[config.mk]
export PLATFORM = sky130hd
export DESIGN_NAME = irc_line_field_classifier
export DESIGN_NICKNAME = d
export VERILOG_FILES = /design/src/ilfc_pkg.sv /design/src/ilfc_kw_match.sv /design/src/irc_line_field_classifier.sv
export SDC_FILE = /design/constraint.sdc
export NUM_CORES = 1
export LEC_CHECK = 0
export BUFFER_PORTS_ARGS = -buffer_cell sky130_fd_sc_hd__buf_2
export CAP_MARGIN = 20
export CORE_UTILIZATION = 53
export DETAILED_ROUTE_END_ITERATION = 16
export PLACE_DENSITY = 0.86
export SLEW_MARGIN = 20
export SYNTH_ARGS = -nofsm -noshare
export SYNTH_HDL_FRONTEND = slang
export SYNTH_SLANG_ARGS = --single-unit
[constraint.sdc]
create_clock -name clock -period 2.7 [get_ports clock]
set_clock_uncertainty 0.1 [all_clocks]
set_input_delay 0.135 -clock clock [delete_from_list [all_inputs] [get_ports clock]]
set_output_delay 0.135 -clock clock [all_outputs]
set_load 0.01 [all_outputs]
[src/ilfc_pkg.sv]
// Shared types, codes and keyword tables for the IRC line field classifier.
package ilfc_pkg;

   // Number of middle parameters at which a line is typed unknown.
   localparam int MAX_PARAMS = 15;

   // Widths of the result fields.
   localparam int TAG_W   = 3;
   localparam int INDEX_W = 4;
   localparam int MTYPE_W = 3;
   localparam int COUNT_W = 5;

   // Field tags given to each byte.
   localparam logic [TAG_W-1:0] TAG_DROP    = 3'd0;
   localparam logic [TAG_W-1:0] TAG_NICK    = 3'd1;
   localparam logic [TAG_W-1:0] TAG_USER    = 3'd2;
   localparam logic [TAG_W-1:0] TAG_HOST    = 3'd3;
   localparam logic [TAG_W-1:0] TAG_COMMAND = 3'd4;
   localparam logic [TAG_W-1:0] TAG_PARAM   = 3'd5;
   localparam logic [TAG_W-1:0] TAG_TRAIL   = 3'd6;

   // Message types reported at end of line.
   localparam logic [MTYPE_W-1:0] MTYPE_MESSAGE = 3'd0;
   localparam logic [MTYPE_W-1:0] MTYPE_PING    = 3'd1;
   localparam logic [MTYPE_W-1:0] MTYPE_NOTICE  = 3'd2;
   localparam logic [MTYPE_W-1:0] MTYPE_ERROR   = 3'd3;
   localparam logic [MTYPE_W-1:0] MTYPE_UNKNOWN = 3'd4;

   // Character codes the parser looks for.
   localparam logic [7:0] CHAR_SPACE = 8'h20;
   localparam logic [7:0] CHAR_COLON = 8'h3A;
   localparam logic [7:0] CHAR_BANG  = 8'h21;
   localparam logic [7:0] CHAR_AT    = 8'h40;

   // Parse phases of a line.
   typedef enum logic [2:0] {
      PH_START       = 3'd0,
      PH_PREFIX_LEAD = 3'd1,
      PH_PREFIX      = 3'd2,
      PH_CMD_LEAD    = 3'd3,
      PH_CMD         = 3'd4,
      PH_MID_START   = 3'd5,
      PH_PARAMS      = 3'd6,
      PH_TRAIL       = 3'd7
   } phase_type;

   // Part of the prefix being filled.
   typedef enum logic [1:0] {
      SUB_NICK = 2'd0,
      SUB_USER = 2'd1,
      SUB_HOST = 2'd2
   } subfield_type;

   // Keyword that has matched in full; the code equals the message type.
   typedef enum logic [1:0] {
      KW_NONE   = 2'd0,
      KW_PING   = 2'd1,
      KW_NOTICE = 2'd2,
      KW_ERROR  = 2'd3
   } keyword_type;

   // Keyword texts and lengths, candidate bit 0 PING, 1 NOTICE, 2 ERROR.
   localparam int KW_COUNT = 3;
   localparam logic [0:5][7:0]  KW_PING_TEXT   = "PING :";
   localparam logic [0:12][7:0] KW_NOTICE_TEXT = "NOTICE AUTH :";
   localparam logic [0:6][7:0]  KW_ERROR_TEXT  = "ERROR :";
   localparam logic [3:0] KW_PING_LEN   = 4'd6;
   localparam logic [3:0] KW_NOTICE_LEN = 4'd13;
   localparam logic [3:0] KW_ERROR_LEN  = 4'd7;

   // Length of keyword k.
   function automatic logic [3:0] kw_len(input logic [1:0] k);
      logic [3:0] len;
      case (k)
         2'd0:    len = KW_PING_LEN;
         2'd1:    len = KW_NOTICE_LEN;
         default: len = KW_ERROR_LEN;
      endcase
      return len;
   endfunction

   // Character of keyword k at position pos; only called with pos below its length.
   function automatic logic [7:0] kw_char(input logic [1:0] k, input logic [3:0] pos);
      logic [7:0] ch;
      case (k)
         2'd0:    ch = KW_PING_TEXT[pos[2:0]];
         2'd1:    ch = KW_NOTICE_TEXT[pos];
         default: ch = KW_ERROR_TEXT[pos[2:0]];
      endcase
      return ch;
   endfunction

endpackage

[src/ilfc_kw_match.sv]
// Keyword tracker that spots lines opening with PING, NOTICE AUTH or ERROR.
module ilfc_kw_match (
   input  logic                clock,
   input  logic                reset,
   input  logic                step,        // one byte is processed this cycle
   input  logic [7:0]          line_byte,
   input  logic                end_of_line,
   output ilfc_pkg::keyword_type matched    // keyword complete, including this byte
);

   logic [3:0] pos_ff, pos_in;
   logic [ilfc_pkg::KW_COUNT-1:0] cand_ff, cand_in, cand_next;
   logic [3:0] pos_next;

   // Drop candidates that disagree with this byte, then see which has completed.
   always_comb begin
      cand_next = cand_ff;
      for (int k = 0; k < ilfc_pkg::KW_COUNT; k++) begin
         if (cand_ff[k] && (pos_ff < ilfc_pkg::kw_len(2'(k))) &&
             (line_byte != ilfc_pkg::kw_char(2'(k), pos_ff))) begin
            cand_next[k] = 1'b0;
         end
      end
      pos_next = (pos_ff == 4'd15) ? pos_ff : pos_ff + 4'd1;
      matched = ilfc_pkg::KW_NONE;
      if (cand_next[0] && pos_next >= ilfc_pkg::KW_PING_LEN) begin
         matched = ilfc_pkg::KW_PING;
      end
      if (cand_next[1] && pos_next >= ilfc_pkg::KW_NOTICE_LEN) begin
         matched = ilfc_pkg::KW_NOTICE;
      end
      if (cand_next[2] && pos_next >= ilfc_pkg::KW_ERROR_LEN) begin
         matched = ilfc_pkg::KW_ERROR;
      end
   end

   // Next state: restart at end of line.
   always_comb begin
      pos_in  = pos_ff;
      cand_in = cand_ff;
      if (step) begin
         if (end_of_line) begin
            pos_in  = 4'd0;
            cand_in = '1;
         end else begin
            pos_in  = pos_next;
            cand_in = cand_next;
         end
      end
   end

   always_ff @(posedge clock) begin
      if (reset) begin
         pos_ff  <= 4'd0;
         cand_ff <= '1;
      end else begin
         pos_ff  <= pos_in;
         cand_ff <= cand_in;
      end
   end

   // A completed NOTICE keyword has its position at or past its length.
   assert property (@(posedge clock) disable iff (reset)
      (matched == ilfc_pkg::KW_NOTICE) |-> (pos_next >= ilfc_pkg::KW_NOTICE_LEN))
      else $error("NOTICE match reported too early");

   // After end of line the tracker starts over with every candidate live.
   assert property (@(posedge clock) disable iff (reset)
      (step && end_of_line) |=> (pos_ff == 4'd0 && cand_ff == '1))
      else $error("keyword tracker not restarted after end of line");

   // The position never moves when no byte is processed.
   assert property (@(posedge clock) disable iff (reset)
      !step |=> $stable(pos_ff))
      else $error("keyword position moved without a byte");

endmodule

[src/irc_line_field_classifier.sv]
// Top level of the IRC line field classifier: input stage, parser and result register.
//
// Usage: a raw IRC line (no CR LF) enters one byte per word on the req_ channel,
// req_tlast set on the last byte. Every byte gives exactly one result word on
// the rsp_ channel carrying its field tag (rsp_tuser) and, for middle
// parameters, the parameter index. The word for the last byte has rsp_tlast
// set and also carries the message type, the nick!user@host flag and the
// parameter count; on other words those summary fields are zero.
// An accepted byte is first held in the input register; its result word is
// then registered in the result register. Throughput is one byte per cycle
// while the receiver takes results, set by the single registered pass of
// parser and keyword tracker between the input and result registers.
// Reset (synchronous, active high) empties both registers and returns the
// parser to the start of a line. When the receiver holds rsp_tready low the
// result register keeps its word, the input register can still take one
// more byte, and then req_tready drops until the result is taken.
module irc_line_field_classifier (
   input  logic        clock,
   input  logic        reset,
   // Input channel.
   input  logic        req_tvalid,
   output logic        req_tready,
   input  logic [7:0]  req_tdata,   // [7:0] line_byte
   input  logic        req_tlast,   // end_of_line
   // Result channel.
   output logic        rsp_tvalid,
   input  logic        rsp_tready,
   output logic [15:0] rsp_tdata,   // [3:0] param_index, [6:4] message_type,
                                    // [7] has_user_host, [12:8] param_count, [15:13] zero
   output logic [2:0]  rsp_tuser,   // [2:0] field_tag
   output logic        rsp_tlast    // line_done
);

   // Input stage.
   logic       s1_valid_ff, s1_valid_in;
   logic [7:0] s1_byte_ff;
   logic       s1_last_ff;
   logic       advance;

   // Parser state.
   ilfc_pkg::phase_type    phase_ff, phase_in;
   ilfc_pkg::subfield_type sub_ff, sub_in;
   logic [ilfc_pkg::COUNT_W-1:0] seen_ff, seen_in, seen_m1;
   logic       in_tok_ff, in_tok_in;
   logic [2:0] nonempty_ff, nonempty_in;
   logic       ovf_ff, ovf_in;

   // Result register.
   logic                           rsp_valid_ff, rsp_valid_in;
   logic [ilfc_pkg::TAG_W-1:0]     tag_ff, tag_in;
   logic [ilfc_pkg::INDEX_W-1:0]   idx_ff, idx_in;
   logic                           done_ff, done_in;
   logic [ilfc_pkg::MTYPE_W-1:0]   mtype_ff, mtype_in;
   logic                           uh_ff, uh_in;
   logic [ilfc_pkg::COUNT_W-1:0]   cnt_ff, cnt_in;

   ilfc_pkg::keyword_type matched;
   logic do_prefix;
   logic do_params;

   // A byte moves on when the result register is empty or being emptied.
   assign advance     = s1_valid_ff && (!rsp_valid_ff || rsp_tready);
   assign req_tready  = !s1_valid_ff || advance;
   assign s1_valid_in = (req_tvalid && req_tready) || (s1_valid_ff && !advance);

   always_ff @(posedge clock) begin
      if (reset) begin
         s1_valid_ff <= 1'b0;
      end else begin
         s1_valid_ff <= s1_valid_in;
      end
   end

   always_ff @(posedge clock) begin
      if (req_tvalid && req_tready) begin
         s1_byte_ff <= req_tdata;
         s1_last_ff <= req_tlast;
      end
   end

   ilfc_kw_match u_kw_match (
      .clock       (clock),
      .reset       (reset),
      .step        (advance),
      .line_byte   (s1_byte_ff),
      .end_of_line (s1_last_ff),
      .matched     (matched)
   );

   assign seen_m1 = seen_ff - ilfc_pkg::COUNT_W'(1);

   // Classify the byte in the input register and work out the next parser state.
   always_comb begin
      phase_in    = phase_ff;
      sub_in      = sub_ff;
      seen_in     = seen_ff;
      in_tok_in   = in_tok_ff;
      nonempty_in = nonempty_ff;
      ovf_in      = ovf_ff;
      tag_in      = ilfc_pkg::TAG_DROP;
      idx_in      = '0;
      done_in     = 1'b0;
      mtype_in    = ilfc_pkg::MTYPE_MESSAGE;
      uh_in       = 1'b0;
      cnt_in      = '0;
      do_prefix   = 1'b0;
      do_params   = 1'b0;

      // Phase walk.
      case (phase_ff)
         ilfc_pkg::PH_START: begin
            phase_in = ilfc_pkg::PH_PREFIX_LEAD;
         end
         ilfc_pkg::PH_PREFIX_LEAD: begin
            if (s1_byte_ff != ilfc_pkg::CHAR_SPACE) begin
               phase_in  = ilfc_pkg::PH_PREFIX;
               do_prefix = 1'b1;
            end
         end
         ilfc_pkg::PH_PREFIX: begin
            if (s1_byte_ff == ilfc_pkg::CHAR_SPACE) begin
               phase_in = ilfc_pkg::PH_CMD_LEAD;
            end else begin
               do_prefix = 1'b1;
            end
         end
         ilfc_pkg::PH_CMD_LEAD: begin
            if (s1_byte_ff != ilfc_pkg::CHAR_SPACE) begin
               phase_in = ilfc_pkg::PH_CMD;
               tag_in   = ilfc_pkg::TAG_COMMAND;
            end
         end
         ilfc_pkg::PH_CMD: begin
            if (s1_byte_ff == ilfc_pkg::CHAR_SPACE) begin
               phase_in = ilfc_pkg::PH_MID_START;
            end else begin
               tag_in = ilfc_pkg::TAG_COMMAND;
            end
         end
         ilfc_pkg::PH_MID_START: begin
            phase_in  = ilfc_pkg::PH_PARAMS;
            do_params = 1'b1;
         end
         ilfc_pkg::PH_PARAMS: begin
            do_params = 1'b1;
         end
         default: begin
            tag_in = ilfc_pkg::TAG_TRAIL;
         end
      endcase

      // Prefix split into nick, user and host.
      if (do_prefix) begin
         case (sub_ff)
            ilfc_pkg::SUB_NICK: begin
               if (s1_byte_ff == ilfc_pkg::CHAR_BANG) begin
                  if (nonempty_ff[0]) begin
                     sub_in = ilfc_pkg::SUB_USER;
                  end
               end else begin
                  nonempty_in[0] = 1'b1;
                  tag_in         = ilfc_pkg::TAG_NICK;
               end
            end
            ilfc_pkg::SUB_USER: begin
               if (s1_byte_ff == ilfc_pkg::CHAR_AT) begin
                  if (nonempty_ff[1]) begin
                     sub_in = ilfc_pkg::SUB_HOST;
                  end
               end else begin
                  nonempty_in[1] = 1'b1;
                  tag_in         = ilfc_pkg::TAG_USER;
               end
            end
            default: begin
               nonempty_in[2] = 1'b1;
               tag_in         = ilfc_pkg::TAG_HOST;
            end
         endcase
      end

      // Middle parameters and the colon that opens the trailing part.
      if (do_params) begin
         if (s1_byte_ff == ilfc_pkg::CHAR_SPACE) begin
            in_tok_in = 1'b0;
         end else if (in_tok_ff) begin
            idx_in = seen_m1[ilfc_pkg::INDEX_W-1:0];
            tag_in = ilfc_pkg::TAG_PARAM;
         end else if (ovf_ff) begin
            tag_in = ilfc_pkg::TAG_DROP;
         end else if (s1_byte_ff == ilfc_pkg::CHAR_COLON) begin
            phase_in = ilfc_pkg::PH_TRAIL;
         end else begin
            seen_in   = seen_ff + ilfc_pkg::COUNT_W'(1);
            in_tok_in = 1'b1;
            if (seen_in >= ilfc_pkg::COUNT_W'(ilfc_pkg::MAX_PARAMS)) begin
               ovf_in = 1'b1;
            end
            idx_in = seen_ff[ilfc_pkg::INDEX_W-1:0];
            tag_in = ilfc_pkg::TAG_PARAM;
         end
      end

      // A completed keyword drops the byte.
      if (matched != ilfc_pkg::KW_NONE) begin
         tag_in = ilfc_pkg::TAG_DROP;
         idx_in = '0;
      end

      // Line summary, then back to the start of a line.
      if (s1_last_ff) begin
         done_in = 1'b1;
         if (matched != ilfc_pkg::KW_NONE) begin
            mtype_in = {1'b0, matched};
         end else if (phase_in < ilfc_pkg::PH_PARAMS) begin
            mtype_in = ilfc_pkg::MTYPE_UNKNOWN;
         end else begin
            uh_in    = (nonempty_in == 3'b111);
            cnt_in   = seen_in;
            mtype_in = ovf_in ? ilfc_pkg::MTYPE_UNKNOWN : ilfc_pkg::MTYPE_MESSAGE;
         end
         phase_in    = ilfc_pkg::PH_START;
         sub_in      = ilfc_pkg::SUB_NICK;
         seen_in     = '0;
         in_tok_in   = 1'b0;
         nonempty_in = '0;
         ovf_in      = 1'b0;
      end
   end

   // Parser state advances with each processed byte.
   always_ff @(posedge clock) begin
      if (reset) begin
         phase_ff    <= ilfc_pkg::PH_START;
         sub_ff      <= ilfc_pkg::SUB_NICK;
         seen_ff     <= '0;
         in_tok_ff   <= 1'b0;
         nonempty_ff <= '0;
         ovf_ff      <= 1'b0;
      end else if (advance) begin
         phase_ff    <= phase_in;
         sub_ff      <= sub_in;
         seen_ff     <= seen_in;
         in_tok_ff   <= in_tok_in;
         nonempty_ff <= nonempty_in;
         ovf_ff      <= ovf_in;
      end
   end

   // Result register.
   assign rsp_valid_in = advance || (rsp_valid_ff && !rsp_tready);

   always_ff @(posedge clock) begin
      if (reset) begin
         rsp_valid_ff <= 1'b0;
      end else begin
         rsp_valid_ff <= rsp_valid_in;
      end
   end

   always_ff @(posedge clock) begin
      if (advance) begin
         tag_ff   <= tag_in;
         idx_ff   <= idx_in;
         done_ff  <= done_in;
         mtype_ff <= mtype_in;
         uh_ff    <= uh_in;
         cnt_ff   <= cnt_in;
      end
   end

   assign rsp_tvalid = rsp_valid_ff;
   assign rsp_tuser  = tag_ff;
   assign rsp_tlast  = done_ff;
   assign rsp_tdata  = {3'b000, cnt_ff, uh_ff, mtype_ff, idx_ff};

   // The parameter count never passes the limit.
   assert property (@(posedge clock) disable iff (reset)
      seen_ff <= ilfc_pkg::COUNT_W'(ilfc_pkg::MAX_PARAMS))
      else $error("parameter count past limit");

   // Overflow is set exactly when the count has reached the limit.
   assert property (@(posedge clock) disable iff (reset)
      ovf_ff == (seen_ff == ilfc_pkg::COUNT_W'(ilfc_pkg::MAX_PARAMS)))
      else $error("overflow flag and parameter count disagree");

   // Summary fields are zero on words that do not end a line.
   assert property (@(posedge clock) disable iff (reset)
      (rsp_valid_ff && !done_ff) |-> (mtype_ff == '0 && !uh_ff && cnt_ff == '0))
      else $error("summary fields set before end of line");

   // Only middle-parameter bytes carry a parameter index.
   assert property (@(posedge clock) disable iff (reset)
      (rsp_valid_ff && tag_ff != ilfc_pkg::TAG_PARAM) |-> (idx_ff == '0))
      else $error("parameter index on a byte that is no parameter");

   // A byte in the input register waits there until it is processed.
   assert property (@(posedge clock) disable iff (reset)
      (s1_valid_ff && !advance) |=> s1_valid_ff)
      else $error("input byte lost while the result register was full");

endmodule
==> reports/results.tsv, run 1 <==
stage	metric	value	unit
critical_path	ff2ff_path_depth	8	
critical_path	startpoint	u_kw_match.pos_ff[3]$_SDFFE_PP0P_	
route	drtAntennaViolNets	0	
placed_design	place_inst	464	
critical_path	worstSetupEndpoint	cnt_ff[1]$_SDFFCE_PP0P_	
route	first_iter_violations	282	
die	ios	35	
layout	instances_no_fill	483	
critical_path	critPathKind	reg -> reg	
power	swShare	26.4	%
layout	final_area	3730	µm²
critical_path	crit_fanout	11	
critical_path	cp.required	2.65	ns
yosys	synth_edf_count	26	
layout	fillers	452	
run	cap_violations	0	
global_routing	track_usage	26.9	%
yosys	ys.flop_type	edfxtp_1	
placed_design	place_area	3450	µm²
yosys	ys_seq_area_share	39.3	%
power	clkPwrFrac	29.9	%
critical_path	cp_top_family	compound AO/OA/AOI/OAI gates	
layout	syn_to_final_growth	16.3	%
global_routing	antenna_found_initial	0	
clock_network	post-cts-setup-buffers	0	
layout	fin_util	65.7	%
route	wl_per_cell	17.2	µm
global_routing	grt_pass1_vias	2802	
die	coreArea	5680	µm²
timing	max_freq	0.393	GHz
critical_path	start_kind	register	
power	p_int	0.00107	W
timing	fin_crit_sh	94.2	%
die	num_rows	27	
die	start_util	56.5	%
power	total_power	0.00145	W
power	switchingPower	0.000383	W
yosys	synth_warnings	0	
critical_path	crit_slowest_cell	dfxtp_1	
power	leakage	1.34	nW
placed_design	hpwl	5520	µm
die	die_area	6370	µm²
clock_network	h-tree-depth	2	
global_routing	grt_pass1_wl	13200	µm
global_routing	grt_max_degree	20	
route	wl	8310	µm
die	die_h	79.8	µm
clock_network	clock-root-buffer	clkbuf_8	
power	p_per_area	390	nW/µm²
power	power_frac_comb	11.3	%
route	firstDrtPassIters	6	
power	power_frac_seq	58.8	%
layout	antenna_cells	0	
layout	nNetsFinal	434	
timing	grt_setup_unrepaired	false	
power	irDropWorstVdd	0.000403	V
clock_network	clock_path_buffers	2	
timing	hold_viol	0	
yosys	avgSynthCellArea	8.67	µm²
clock_network	clk_pin_slew	0.09	ns
clock_network	cts_sinks	50	
run_status	status	finished clean	
placed_design	gp_congestion	0.953	
clock_network	cts_tree	built	
die	die_w	79.8	µm
min_path	min_path_type	in -> reg	
yosys	synth-async-reset-ratio	0	%
timing	period_minus_slack	2.54	ns
route	via_count	3030	
critical_path	crit_cells	8	
yosys	synth_cell_types	64	
yosys	synth_area	3210	µm²
critical_path	end_kind	register	
critical_path	timing.rr.end	cnt_ff[1]$_SDFFCE_PP0P_	
clock_network	cts_buffers	5	
yosys	ys_seq_elements	50	
critical_path	r2r_start	u_kw_match.pos_ff[3]$_SDFFE_PP0P_	
critical_path	r2r_slack	0.16	ns
placed_design	port_buffers	31	
yosys	synth_cells	370	
route	via_per_inst	6.27	
timing	slew_viol_final	0	
critical_path	cp_slowest_stage_delay	0.47	ns
critical_path	crit_chain	buf_4 -> nor2_1 -> a22oi_2 -> xnor2_1 -> a2111oi_4 -> nand4_4 -> o211ai_2 -> nor3_1	
critical_path	cp_num_buf_inv	1	
clock_network	insertion_delay	0.31	ns
timing	setup_viol	0	
layout	drive_gt1_share	20.4	%
global_routing	grt_overflow	0	
route	drc	0	
critical_path	crit_arrival	2.50	ns
==> Yosys cell counts, drive strengths merged, types with 3 or more instances <==
library cell	instances	area share [%]
nand3	11	1.7
and2	3	0.59
o21a	3	0.70
nand2b	6	1.2
a31oi	7	1.6
nor3	26	4.2
buf	17	3.2
inv	13	1.5
edfxtp	26	24
nor2b	8	1.6
ha	11	4.3
clkbuf	13	1.6
nor2	37	4.3
o211ai	5	1.3
a221oi	3	0.82
o21ai	17	2.7
and4	3	0.90
dfxtp	24	15
nand2	22	2.6
xor2	9	2.5
a22oi	4	1.1
nand4	6	1.4
nor3b	4	0.94
a21oi	39	6.1
and3	8	1.6
xnor2	11	3.0
==> timing repair <==
item / CTS / global route
endpoints found under the hold margin: 10 / 0
gates resized for setup: 2 / 15
pin swaps: 0 / 3
cloned: 0 / 1
setup endpoints to repair: 8 / 15
hold buffers: 10 / 0
==> placed cells by master (no fill, tap or decap), types with 3 or more instances in the layout <==
| cell type | instances |
|---|---|
| edfxtp_1 | 26 |
| o211ai_1 | 4 |
| ha_1 | 9 |
| a21oi_1 | 38 |
| o21ai_0 | 15 |
| nor2_1 | 37 |
| nand4_1 | 5 |
| nor3b_1 | 3 |
| dfxtp_1 | 22 |
| xor2_1 | 9 |
| nand3_1 | 10 |
| inv_1 | 13 |
| nand2_1 | 22 |
| buf_2 | 31 |
| xnor2_1 | 11 |
| conb_1 | 3 |
| clkbuf_8 | 5 |
| a22oi_1 | 3 |
| and3_1 | 8 |
| nor3_1 | 25 |
| and2_1 | 3 |
| nand2b_1 | 6 |
| nor2b_1 | 8 |
| dlygate4sd3_1 | 10 |
| buf_4 | 19 |
| a31oi_1 | 5 |
==> layer usage <==
metal  share of wire (%)  GRT usage [%]
met5                   0              0
met3                  10           4.91
met2                  47           44.5
met1                  40           35.2
met4                 3.1           9.29
==> worst min-delay path by stage <==
stage | startpoint | to | slack (ns) | cells after the start
final | rsp_tready | rsp_tvalid$_SDFF_PP0_ | 0.05 | 4
after global routing | rsp_tready | rsp_tvalid$_SDFF_PP0_ | 0.09 | 4
after CTS | rsp_tready | rsp_tvalid$_SDFF_PP0_ | 0.05 | 4
after detailed placement | req_tdata[3] | s1_byte_ff[3]$_DFFE_PP_ | 0.21 | 1
after global placement | req_tdata[6] | s1_byte_ff[6]$_DFFE_PP_ | 0.21 | 1
after floorplan | req_tdata[0] | s1_byte_ff[0]$_DFFE_PP_ | 0.13 | 0
==> stage by stage <==
step | setup WS [ns] | hold slack (ns) | TNS (ns)
after floorplan | 0.0109 | 0.134 | 0
after global placement | 0.0974 | 0.212 | 0
after detailed placement | -0.00446 | 0.213 | -0.00629
after CTS | 0.00672 | 0.0464 | 0
after global routing | 0.00318 | 0.0919 | 0
final | 0.157 | 0.0488 | 0
==> flip-flops by register name (all words and copies together), names as in the netlist <==
register,flops
s1_valid_ff,1
s1_byte_ff,8
ovf_ff,1
u_kw_match.pos_ff,4
mtype_ff,3
rsp_tvalid,1
nonempty_ff,3
seen_ff,5
rsp_tlast,1
idx_ff,4
uh_ff,1
rsp_tuser,3
sub_ff,2
u_kw_match.cand_ff,3
cnt_ff,5
in_tok_ff,1
phase_ff,3
s1_last_ff,1
==> worst reg2reg max path, stage by stage (launching register included) <==
cell and delay (ns):
dfxtp_1 0.47, buf_4 0.24, nor2_1 0.09, a22oi_2 0.21, xnor2_1 0.14, a2111oi_4 0.40
nand4_4 0.18, o211ai_2 0.35, nor3_1 0.11
==> power groups by stage <==
stage          sequential (W)  clock (W)  combinational, W
2_1_floorplan        0.000857          0          0.000107
6_report             0.000855   0.000435          0.000164
3_3_place_gp         0.000869          0          0.000137
4_1_cts              0.000852   0.000434          0.000153
3_5_place_dp         0.000870          0          0.000141
5_1_grt              0.000857   0.000462          0.000178
==> layout make-up <==
| type | instances | area (µm²) | share of cell area (%) |
|---|---|---|---|
| timing repair buffer | 60 | 398 | 10.7 |
| clock buffer | 5 | 68.8 | 1.84 |
| multi-input combinational | 279 | 1840 | 49.4 |
| sequential | 50 | 1260 | 33.9 |
| tap | 72 | 90.1 | 2.41 |
| clock inverter | 3 | 16.3 | 0.436 |
| inverter | 14 | 52.6 | 1.41 |
==> kinds of logic after synthesis <==
family	synth area share [%]
other	0.117
multiplexers	1.01
AND/OR/NAND/NOR	23.8
buffers and inverters	6.36
XOR/XNOR	5.46
adder cells (fa/ha/maj)	4.29
flip-flops	39.3
AO/OA/AOI/OAI	19.6
Note: power is estimated with default switching activity, not from simulation.
==> inputs of run 2 (changes only) <==
==> constraint.sdc (replaced) <==
create_clock -name clock -period 2.3 [get_ports clock]
set_clock_uncertainty 0.1 [all_clocks]
set_input_delay 0.115 -clock clock [delete_from_list [all_inputs] [get_ports clock]]
set_output_delay 0.115 -clock clock [all_outputs]
set_load 0.01 [all_outputs]
==> reports/results.tsv, run 2 (synthesized netlist as in run 1, its figures left out) <==
stage	metric	value	unit	change
run_status	status	finished with violations		
run_status	violations	negative setup slack		
min_path	min_path_type	in -> reg		
critical_path	start_kind	register		
clock_network	cts_sinks	50		unchanged
placed_design	gp_congestion	0.904		-5.1%
layout	fillers	410		-9.3%
timing	fin_crit_sh	111	%	+17 points
power	total_power	0.00186	W	+28%
critical_path	crit_fanout	7		-4
die	die_h	79.8	µm	unchanged
die	start_util	56.5	%	unchanged
global_routing	track_usage	29.7	%	+2.8 points
timing	hold_viol	0		unchanged
power	switchingPower	0.000468	W	+22%
timing	setup_viol	16		+16
clock_network	h-tree-depth	2		unchanged
clock_network	cts_tree	built		
route	drc	0		unchanged
die	coreArea	5680	µm²	unchanged
route	wl	8980	µm	+8.1%
layout	top_regs	s1_byte_ff (8), cnt_ff (5), seen_ff (5)		
layout	drive_gt1_share	28.1	%	+7.7 points
clock_network	clock-root-buffer	clkbuf_8		
power	power_frac_comb	12.6	%	+1.3 points
layout	top_register	s1_byte_ff		
timing	period_minus_slack	2.56	ns	+0.0129 ns
global_routing	antenna_found_initial	0		unchanged
layout	syn_to_final_growth	26.1	%	
layout	final_common_cell	buf_4		
placed_design	port_buffers	31		unchanged
power	irDropWorstVdd	0.000506	V	+25%
power	swShare	25.1	%	-1.2 points
layout	antenna_cells	0		unchanged
timing	hold_slack	0.0944	ns	+0.0456 ns
global_routing	grt_pass1_wl	14500	µm	+9.4%
clock_network	insertion_delay	0.31	ns	about the same
die	die_area	6370	µm²	unchanged
power	p_per_area	461	nW/µm²	+18%
route	via_per_inst	6.21		-1.0%
clock_network	clock_path_buffers	2		unchanged
layout	largest_reg_flops	8		unchanged
layout	final_cell_mix	buf_4, nor2_1, a21oi_1, buf_2, edfxtp_1		
route	wl_per_cell	17.5	µm	+1.7%
route	drtAntennaViolNets	0		unchanged
critical_path	critPathKind	reg -> reg		
clock_network	clk_pin_slew	0.09	ns	about the same
timing	max_freq	0.391	GHz	-0.50%
critical_path	cp.required	2.25	ns	-0.40 ns
power	power_frac_seq	53.3	%	-5.5 points
layout	fin_util	71.3	%	+5.5 points
run	cap_violations	0		unchanged
power	p_int	0.00140	W	+30%
global_routing	grt_pass1_vias	2989		+6.7%
timing	grt_setup_unrepaired	true		
route	via_count	3186		+5.1%
timing	slew_viol_final	0		unchanged
route	first_iter_violations	281		-0.35%
global_routing	grt_overflow	0		unchanged
critical_path	end_kind	register		
power	clkPwrFrac	34.1	%	+4.2 points
timing	setup_slack	-0.256	ns	-0.413 ns
power	leakage	1.52	nW	+13%
route	firstDrtPassIters	6		unchanged
die	die_w	79.8	µm	unchanged
clock_network	cts_buffers	5		unchanged
die	num_rows	27		unchanged
placed_design	hpwl	5900	µm	+6.9%
layout	nNetsFinal	464		+6.9%
global_routing	grt_max_degree	20		unchanged
critical_path	crit_arrival	2.51	ns	about the same
die	ios	35		unchanged
run 2: changes by cell type in the layout (fill, tap and decap cells not counted), moves of 2 or more:
| cell | delta |
|---|---|
| buf_4 | +28 |
| nor3_1 | -4 |
| nor3_2 | +4 |
| dfxtp_4 | +2 |
| inv_1 | -2 |
| inv_4 | +2 |
| nor2b_1 | -2 |
| nor2b_2 | +2 |
run 2: area by class of cell:
class                   count  area, µm²  area share [%]
clock buffers               5       68.8            1.70
clock inverters             3       42.5            1.05
inverters                  14       57.6            1.42
multi-input cells         279       1890            46.6
flip-flops and latches     50       1270            31.4
well taps                  72       90.1            2.23
repair buffers             90        629            15.6
run 2: metal layers:
| metal | vias to the layer above | GRT usage, % | share of wire, % |
|---|---|---|---|
| li1 | 1480 | - | - |
| met1 | 1477 | 37.4 | 41 |
| met2 | 193 | 49.2 | 47 |
| met3 | 36 | 6.29 | 8.5 |
| met4 | 0 | 12.5 | 3.6 |
| met5 | - | 0 | 0 |
run 2: timing repair:
item,in CTS,in global routing
endpoints found under the hold margin,11,0
endpoints found under the setup margin,16,18
buffers inserted,3,4
cloned,1,0
pin swaps,12,3
hold buffers,11,0
gates resized for setup,15,7
run 2: metrics by stage:
step	setup slack, ns	setup TNS [ns]	instance area [µm²]	instances
finish	-0.256	-3.61	4050	513
global route	-0.351	-5.09	4050	513
CTS	-0.210	-2.88	3990	509
detailed placement	-0.347	-4.73	3650	486
global placement	-0.280	-3.86	3650	486
floorplan	-0.118	-1.14	3270	372
run 2: final timing paths:
path / slack (ns) / endpoint / start / cells after the start
worst max-delay path: -0.26 / rsp_tuser[1]$_SDFFCE_PP0P_ / u_kw_match.pos_ff[0]$_SDFFE_PP0P_ / 10
worst min-delay path: 0.09 / seen_ff[3]$_SDFFE_PP0P_ / reset / 2
worst max register to register: -0.26 / rsp_tuser[1]$_SDFFCE_PP0P_ / u_kw_match.pos_ff[0]$_SDFFE_PP0P_ / 10
worst min register to register: 0.39 / u_kw_match.cand_ff[2]$_SDFFE_PP1P_ / u_kw_match.cand_ff[2]$_SDFFE_PP1P_ / 2
run 2: critical path: stages, from the launching register on:
cell,delay [ns]
dfxtp_4,0.39
inv_4,0.05
buf_6,0.12
ha_4,0.29
xnor2_2,0.11
o211ai_1,0.13
or4_1,0.42
o211ai_1,0.14
nand3_2,0.22
o211ai_4,0.23
nor2_1,0.09
run 2: power by group through the flow:
stage	logic (W)	clock network [W]	registers, W
floorplan	0.000133	0	0.00101
global placement	0.000191	0	0.00101
detailed placement	0.000196	0	0.00101
CTS	0.000219	0.000638	0.000992
global route	0.000254	0.000676	0.000995
finish	0.000235	0.000636	0.000992
